`config.mk`:
```
export PLATFORM = sky130hd
export DESIGN_NAME = up_axis_change_detector_top
export DESIGN_NICKNAME = d
export VERILOG_FILES = /design/src/sv/ucd_pkg.sv /design/src/sv/ucd_lane.sv /design/src/sv/ucd_merge.sv /design/src/sv/up_axis_change_detector_top.sv
export SDC_FILE = /design/constraint.sdc
export NUM_CORES = 2
export LEC_CHECK = 0
export BUFFER_PORTS_ARGS = -buffer_cell sky130_fd_sc_hd__buf_2
export CAP_MARGIN = 20
export CORE_UTILIZATION = 45
export DETAILED_ROUTE_END_ITERATION = 12
export PLACE_DENSITY = 0.71
export REMOVE_ABC_BUFFERS = 1
export SETUP_SLACK_MARGIN = 0.5
export SYNTH_ARGS = -nofsm -noshare
export SYNTH_HDL_FRONTEND = slang
export SYNTH_HIERARCHICAL = 1
export SYNTH_SLANG_ARGS = --single-unit
```
`constraint.sdc`:
```
create_clock -name clk -period 25.7 [get_ports clk]
set_input_delay 1.285 -clock clk [delete_from_list [all_inputs] [get_ports clk]]
set_output_delay 1.285 -clock clk [all_outputs]
set_load 0.02 [all_outputs]
```
`src/sv/ucd_pkg.sv`:
```
// shared constants and axis codes for the up-axis change detector
`default_nettype none
package ucd_pkg;

	localparam int SAMPLE_BITS_DEF = 16;
	localparam int COEF_W          = 16;
	localparam int FRAC_W          = 16;
	localparam int AXIS_W          = 3;
	localparam int LANES           = 3;

	localparam logic [COEF_W-1:0] COEF_RESET = COEF_W'(1966);

	// up-axis codes: axis index times two, plus one for the negative side
	localparam logic [AXIS_W-1:0] AXIS_X_POS   = 3'd0;
	localparam logic [AXIS_W-1:0] AXIS_X_NEG   = 3'd1;
	localparam logic [AXIS_W-1:0] AXIS_Y_POS   = 3'd2;
	localparam logic [AXIS_W-1:0] AXIS_Y_NEG   = 3'd3;
	localparam logic [AXIS_W-1:0] AXIS_Z_POS   = 3'd4;
	localparam logic [AXIS_W-1:0] AXIS_Z_NEG   = 3'd5;
	localparam logic [AXIS_W-1:0] AXIS_UNKNOWN = 3'd6;

	function automatic logic [AXIS_W-1:0] axis_code(input logic [1:0] lane, input logic neg);
		logic [AXIS_W-1:0] code;
		case (lane)
			2'd0:    code = neg ? AXIS_X_NEG : AXIS_X_POS;
			2'd1:    code = neg ? AXIS_Y_NEG : AXIS_Y_POS;
			2'd2:    code = neg ? AXIS_Z_NEG : AXIS_Z_POS;
			default: code = AXIS_UNKNOWN;
		endcase
		return code;
	endfunction

endpackage
`default_nettype wire

```
`src/sv/ucd_lane.sv`:
```
// one axis lane: first-order low-pass filter state and its update
`default_nettype none
module ucd_lane
	import ucd_pkg::*;
#(
	parameter int SAMPLE_BITS = SAMPLE_BITS_DEF
) (
	input  wire logic                             clk,
	input  wire logic                             arst_n,
	input  wire logic                             en,
	input  wire logic                             seed,
	input  wire logic signed [SAMPLE_BITS-1:0]    sample,
	input  wire logic        [COEF_W-1:0]         coef,
	output logic signed [SAMPLE_BITS+FRAC_W-1:0]  filt
);
	localparam int W = SAMPLE_BITS + FRAC_W;
	localparam int P = W + COEF_W + 2;

	logic signed [W-1:0] filt_q;
	logic signed [W:0]   diff;
	logic signed [P-1:0] prod;
	logic signed [P-1:0] biased;
	logic signed [W+1:0] step;
	logic signed [W+1:0] sum;
	logic signed [W-1:0] seed_val;

	assign seed_val = {sample, {FRAC_W{1'b0}}};

	// filt += round(diff * coef / 2^16), halves toward plus infinity
	assign diff   = {seed_val[W-1], seed_val} - {filt_q[W-1], filt_q};
	assign prod   = P'(diff) * $signed({1'b0, coef});
	assign biased = prod + P'(1 << (FRAC_W - 1));
	assign step   = biased[P-1:FRAC_W];
	assign sum    = {{2{filt_q[W-1]}}, filt_q} + step;

	always_ff @(posedge clk or negedge arst_n) begin
		if (!arst_n) begin
			filt_q <= '0;
		end else if (en) begin
			filt_q <= seed ? seed_val : sum[W-1:0];
		end
	end

	assign filt = filt_q;

endmodule
`default_nettype wire

```
`src/sv/ucd_merge.sv`:
```
// merge stage: largest filtered magnitude, stored axis and result register
`default_nettype none
module ucd_merge
	import ucd_pkg::*;
#(
	parameter int SAMPLE_BITS = SAMPLE_BITS_DEF
) (
	input  wire logic                                        clk,
	input  wire logic                                        arst_n,
	input  wire logic                                        valid_s2,
	input  wire logic [LANES-1:0][SAMPLE_BITS+FRAC_W-1:0]    filt,
	output logic                                             go,
	output logic                                             out_valid,
	input  wire logic                                        out_ready,
	output logic [AXIS_W-1:0]                                up_axis
);
	localparam int W = SAMPLE_BITS + FRAC_W;

	logic [LANES-1:0][W-1:0] mag;
	logic [W-1:0]            best;
	logic [AXIS_W-1:0]       pick;
	logic [AXIS_W-1:0]       current_q;
	logic                    out_valid_q;
	logic [AXIS_W-1:0]       up_axis_q;
	logic                    changed;

	always_comb begin
		for (int i = 0; i < LANES; i++) begin
			mag[i] = filt[i][W-1] ? W'(-filt[i]) : filt[i];
		end
	end

	// strict compare, earlier axis wins ties; all zero keeps stored code
	always_comb begin
		best = '0;
		pick = current_q;
		for (int i = 0; i < LANES; i++) begin
			if (mag[i] > best) begin
				best = mag[i];
				pick = axis_code(2'(i), filt[i][W-1]);
			end
		end
	end

	assign changed = pick != current_q;
	assign go      = valid_s2 && (!changed || !out_valid_q || out_ready);

	always_ff @(posedge clk or negedge arst_n) begin
		if (!arst_n) begin
			current_q   <= AXIS_UNKNOWN;
			out_valid_q <= 1'b0;
		end else begin
			if (out_ready) begin
				out_valid_q <= 1'b0;
			end
			if (go && changed) begin
				current_q   <= pick;
				out_valid_q <= 1'b1;
			end
		end
	end

	always_ff @(posedge clk) begin
		if (go && changed) begin
			up_axis_q <= pick;
		end
	end

	assign out_valid = out_valid_q;
	assign up_axis   = up_axis_q;

endmodule
`default_nettype wire

```
`src/sv/up_axis_change_detector_top.sv`:
```
// top level of the up-axis change detector: three filter lanes and a merge stage
// an accepted request updates the lane filter registers; the merge stage registers its result (if any) from them
// throughput: one request per cycle while the merge stage does not stall, set by the filter update in each lane
// the lane multiply and add close the filter loop combinationally; the axis pick is a second stage
// a new request waits only while the merge stage holds a changed axis and the result is not taken
// reset (arst_n low, asynchronous): coefficient back to default, filters cleared, axis unknown
`default_nettype none
module up_axis_change_detector_top
	import ucd_pkg::*;
#(
	parameter int SAMPLE_BITS = SAMPLE_BITS_DEF
) (
	input  wire logic                          clk,
	input  wire logic                          arst_n,
	// configuration: low-pass coefficient, unsigned Q0.16
	input  wire logic                          cfg_we,
	input  wire logic [COEF_W-1:0]             cfg_wdata,
	// sample request channel
	input  wire logic                          in_valid,
	output logic                               in_ready,
	input  wire logic signed [SAMPLE_BITS-1:0] accel_x,
	input  wire logic signed [SAMPLE_BITS-1:0] accel_y,
	input  wire logic signed [SAMPLE_BITS-1:0] accel_z,
	// result channel
	output logic                               out_valid,
	input  wire logic                          out_ready,
	output logic [AXIS_W-1:0]                  up_axis
);
	localparam int W = SAMPLE_BITS + FRAC_W;

	logic [COEF_W-1:0]             coef_q;
	logic                          seeded_q;
	logic                          valid_s2;
	logic                          in_fire;
	logic                          go;
	logic [LANES-1:0][W-1:0]       filt;
	logic signed [SAMPLE_BITS-1:0] samples [LANES];

	assign samples[0] = accel_x;
	assign samples[1] = accel_y;
	assign samples[2] = accel_z;

	// filter state may only move once the merge stage has read it
	assign in_ready = !valid_s2 || go;
	assign in_fire  = in_valid && in_ready;

	always_ff @(posedge clk or negedge arst_n) begin
		if (!arst_n) begin
			coef_q <= COEF_RESET;
		end else if (cfg_we) begin
			coef_q <= cfg_wdata;
		end
	end

	// first request only seeds the filters and never reaches the merge stage
	always_ff @(posedge clk or negedge arst_n) begin
		if (!arst_n) begin
			seeded_q <= 1'b0;
			valid_s2 <= 1'b0;
		end else begin
			if (in_fire) begin
				seeded_q <= 1'b1;
			end
			if (in_ready) begin
				valid_s2 <= in_fire && seeded_q;
			end
		end
	end

	// one filter lane per axis
	for (genvar g = 0; g < LANES; g++) begin : g_lane
		ucd_lane #(
			.SAMPLE_BITS(SAMPLE_BITS)
		) u_lane (
			.clk    (clk),
			.arst_n (arst_n),
			.en     (in_fire),
			.seed   (!seeded_q),
			.sample (samples[g]),
			.coef   (coef_q),
			.filt   (filt[g])
		);
	end

	// largest magnitude pick, change detect and result register
	ucd_merge #(
		.SAMPLE_BITS(SAMPLE_BITS)
	) u_merge (
		.clk       (clk),
		.arst_n    (arst_n),
		.valid_s2  (valid_s2),
		.filt      (filt),
		.go        (go),
		.out_valid (out_valid),
		.out_ready (out_ready),
		.up_axis   (up_axis)
	);

endmodule
`default_nettype wire

```
==> flow_summary.rst <==
.. list-table::
   :header-rows: 1

   * - Metric
     - Value
   * - Synth Area in Adders
     - 52.42%
   * - Total CTS buffers
     - 17
   * - Largest net degree at the start of global routing
     - 88
   * - Hold Violations, Final
     - 0
   * - CP startpoint kind
     - flip-flop
   * - Maximum buffer depth of the clock tree
     - 2
   * - Worst min-delay path class
     - reg -> reg
   * - Max-cap check violation count
     - 0
   * - Vias in the first global route
     - just under 60000
   * - Sequential share of the synthesized area
     - 4.267%
   * - Met3 Routed Length
     - 12.41 mm
   * - Number of vias after detailed routing
     - about 55000
   * - Reg-to-reg startpoint
     - g_lane[0].u_lane/filt[5]
   * - Overflow after GRT
     - 0
   * - Dominant register cell in the synthesized netlist
     - dfrtp_1
   * - M1 WL
     - 80.40 mm
   * - Biggest area consumer among synthesized cells
     - fa_1
   * - Initial antenna violation count
     - 12
   * - Clock tree from TritonCTS
     - yes
   * - Filler instances
     - 15043
   * - Slowest stage delay, CP
     - 0.85 ns
   * - Critical path class
     - reg -> reg
   * - Placed Cells
     - 10235
   * - Number of buffers inserted for hold repair after clock tree synthesis
     - 0
   * - First-pass GRT wire length
     - around 320 mm
   * - Slew of the pin with the lowest slew margin
     - 1.140 ns
   * - Mean area per synthesized cell
     - roughly 8.6 sq um
   * - Std-Cell Core Area
     - about 160000 sq um
   * - Global Route Usage Sum
     - 24.92%
   * - Synthesis-to-layout area growth
     - 4.671%
   * - Number of standard cells in the final layout excluding fillers
     - roughly 10000
   * - Setup Slack @ Placement
     - around 13 ns
   * - Post-detailed-route DRC marker count
     - 0
   * - Top routing layer in use
     - met5
   * - # Post-CTS Setup Buffers
     - 0
   * - Number of input and output port buffers inserted
     - 73
   * - FP Rows
     - 146
   * - Height of the die
     - 400.9 um
   * - Category of the worst setup path capture point
     - flip-flop
   * - Min setup slack post-route
     - 14.00 ns
   * - Routability Congestion
     - ~0.94
   * - Number of setup violations in the final report
     - 0
   * - Xor/xnor cell area share of the yosys netlist
     - 4.664%
   * - HPWL after DPL
     - 152.3 mm
   * - Cell at the root of the clock tree
     - clkbuf_16
   * - Area of the multi-input gates
     - approximately 60000 sq um
   * - Initial cell density of the core
     - 45.26%
   * - Level count of the clock H-tree
     - 4
   * - Portion of synthesized cell area occupied by the leading cell type
     - 41.18%
   * - Max Clock Skew
     - approximately 0.012 ns
   * - RSZ-0062 raised after global routing
     - no
   * - Worst rel slew slack
     - 23.59%
   * - Layout cells sized above 1
     - ~4.6%
   * - Highest clock rate
     - about 0.085 GHz
   * - Detailed route wirelength on metal2
     - between 90 and 100 mm
   * - Reg clk slew, reported paths
     - 0.07 ns
   * - Mux contribution to synthesized area
     - 0.8196%
   * - Netlist area before placement
     - between 70000 and 80000 sq um
   * - Cell seen most often among critical-path stages
     - fa_1
   * - Compound-cell area share of the yosys netlist
     - 8.330%
   * - IO Count
     - 74
   * - Critical Path Start
     - g_lane[0].u_lane/filt[5]
   * - Final routed wirelength across all metal layers
     - 195.4 mm
   * - Post-DR wirelength/cell
     - 19.02 um
   * - Synth top area cells
     - fa_1 41%, ha_1 11%, inv_1 11%
   * - Horiz. Die Dim
     - 400.9 um
   * - Final core utilization
     - approximately 47%
   * - Number of enable-type register cells in the synthesized netlist
     - 3
   * - Number of nets at the end of the flow
     - 10370
   * - Dominant combinational cell family by area after synthesis
     - adder cells
   * - CTS-repair resized insts
     - 0
   * - Worst Path Required
     - 26.05 ns
   * - Maximum fanout along the worst path
     - 16
   * - Top-count cell post-synth
     - inv_1
   * - Hold path start
     - seeded_q
   * - Synth Area in Simple Gates
     - between 10% and 20%
   * - CTS sink cnt
     - about 120
   * - Number of warnings reported in the yosys synthesis log
     - 6
   * - Fraction of the cycle the final worst path needs
     - 45.54%
   * - Critical-path cell with the highest stage delay
     - xor2_2
   * - Remaining number of nets flagged by the antenna check after routing
     - 0
   * - Post-synthesis sequential element count
     - 121
   * - TritonRoute pass-1 iters
     - 6
   * - Average vias per placed instance
     - 5.375
   * - Critical path data arrival time
     - 12.05 ns
   * - Iteration-0 DRC Markers
     - 4079
   * - Top cells by instance count after synthesis
     - 2008 x inv_1, 1473 x fa_1, 1007 x nand2_1, 828 x and2_1, 643 x ha_1
   * - Synth unique cells
     - 118
   * - Status
     - finished clean
   * - Proportion of synthesized flip-flops having asynchronous set or reset
     - 97.52%
   * - Seq. cell area
     - 3117 sq um
   * - Time the worst path needs with I/O delays and setup
     - 11.70 ns
   * - Synthesized netlist cell count
     - approximately 8300
   * - Skew-Pair Late Insertion Delay
     - 0.51 ns
   * - Total die area
     - around 160000 sq um
   * - Final number of max-transition violations
     - 0
   * - Setup TNS
     - 0 ns
## final cells by class
type                            instances  share of cell area, %
Multi-Input combinational cell       5861                  79.99
Inverter                             2010                  10.07
Sequential cell                       121                  4.159
Tap cell                             2072                  3.459
Timing Repair Buffer                  174                  1.518
Clock buffer                           17                 0.5676
Clock inverter                         15                 0.2220
Antenna cell                            5                0.01670
## flip-flops by register name, summed over array words and instances, names as in the netlist
signal / count
seeded_q: 1
valid_s2: 1
g_lane.u_lane/filt: 96
u_merge/up_axis: 3
u_merge/current_q: 3
coef_q: 16
u_merge/out_valid: 1
## logic make-up (layout without fill, tap and decap cells)
kind of cell | count (synthesis) | count (layout)
other | 0 | 5
AOI/OAI and AO/OA | 909 | 909
buffers and inverters | 2340 | 2216
xor gates and xnor gates | 372 | 372
DFF | 121 | 121
muxes | 51 | 51
adders and majority gates | 2116 | 2116
and+or+nand+nor | 2413 | 2413
## final timing paths
kind | to | slack [ns] | cells past startpoint
worst max-delay path | g_lane[0].u_lane/filt[31] | 14.00 | 38
worst min-delay path | seeded_q | 0.52 | 1
worst max register to register | g_lane[0].u_lane/filt[31] | 14.00 | 38
worst min register to register | seeded_q | 0.52 | 1
max in group asynchronous | coef_q[13] | 23.56 | 2
min in group asynchronous | g_lane[0].u_lane/filt[18] | 0.79 | 1
## per-layer routing
layer,GRT usage [%],up-vias
li1,-,24885
met4,9.686,4
met2,42.27,1979
met5,0,-
met3,3.039,374
met1,32.46,27986
## critical path, delay by kind of cell (launching register included)
kind | cells | cell delay (ns)
AOI/OAI and AO/OA | 11 | 2.63
xor gates and xnor gates | 4 | 1.31
adders and majority gates | 8 | 3.68
and+or+nand+nor | 10 | 2.98
DFF | 1 | 0.54
buffers and inverters | 5 | 0.37
## placed cells by master, fill, tap and decap left out, drive strengths merged, types with 39 or more instances in the layout
cell type / synthesis / routed
nand3: 82 / 82
and2: 836 / 836
a21o: 97 / 97
buf: 35 / 174
nor3: 59 / 59
xnor2: 276 / 276
a21oi: 255 / 255
dfrtp: 108 / 108
inv: 2008 / 2012
nand2: 1007 / 1007
o22ai: 39 / 39
xor2: 95 / 95
o21ai: 220 / 220
fa: 1473 / 1473
nor2: 155 / 155
ha: 643 / 643
## per-stage QoR
step | instance area, sq um | hold slack (ns)
2_1_floorplan | 70270 | 0.4489
3_3_place_gp | 74310 | 0.4908
3_5_place_dp | 74310 | 0.5064
4_1_cts | 74900 | 0.5208
5_1_grt | 74940 | 0.5483
6_report | 74940 | 0.5157
Power is not shown: default switching activity piles up to over one toggle a cycle in this logic, so the estimate is an artifact.
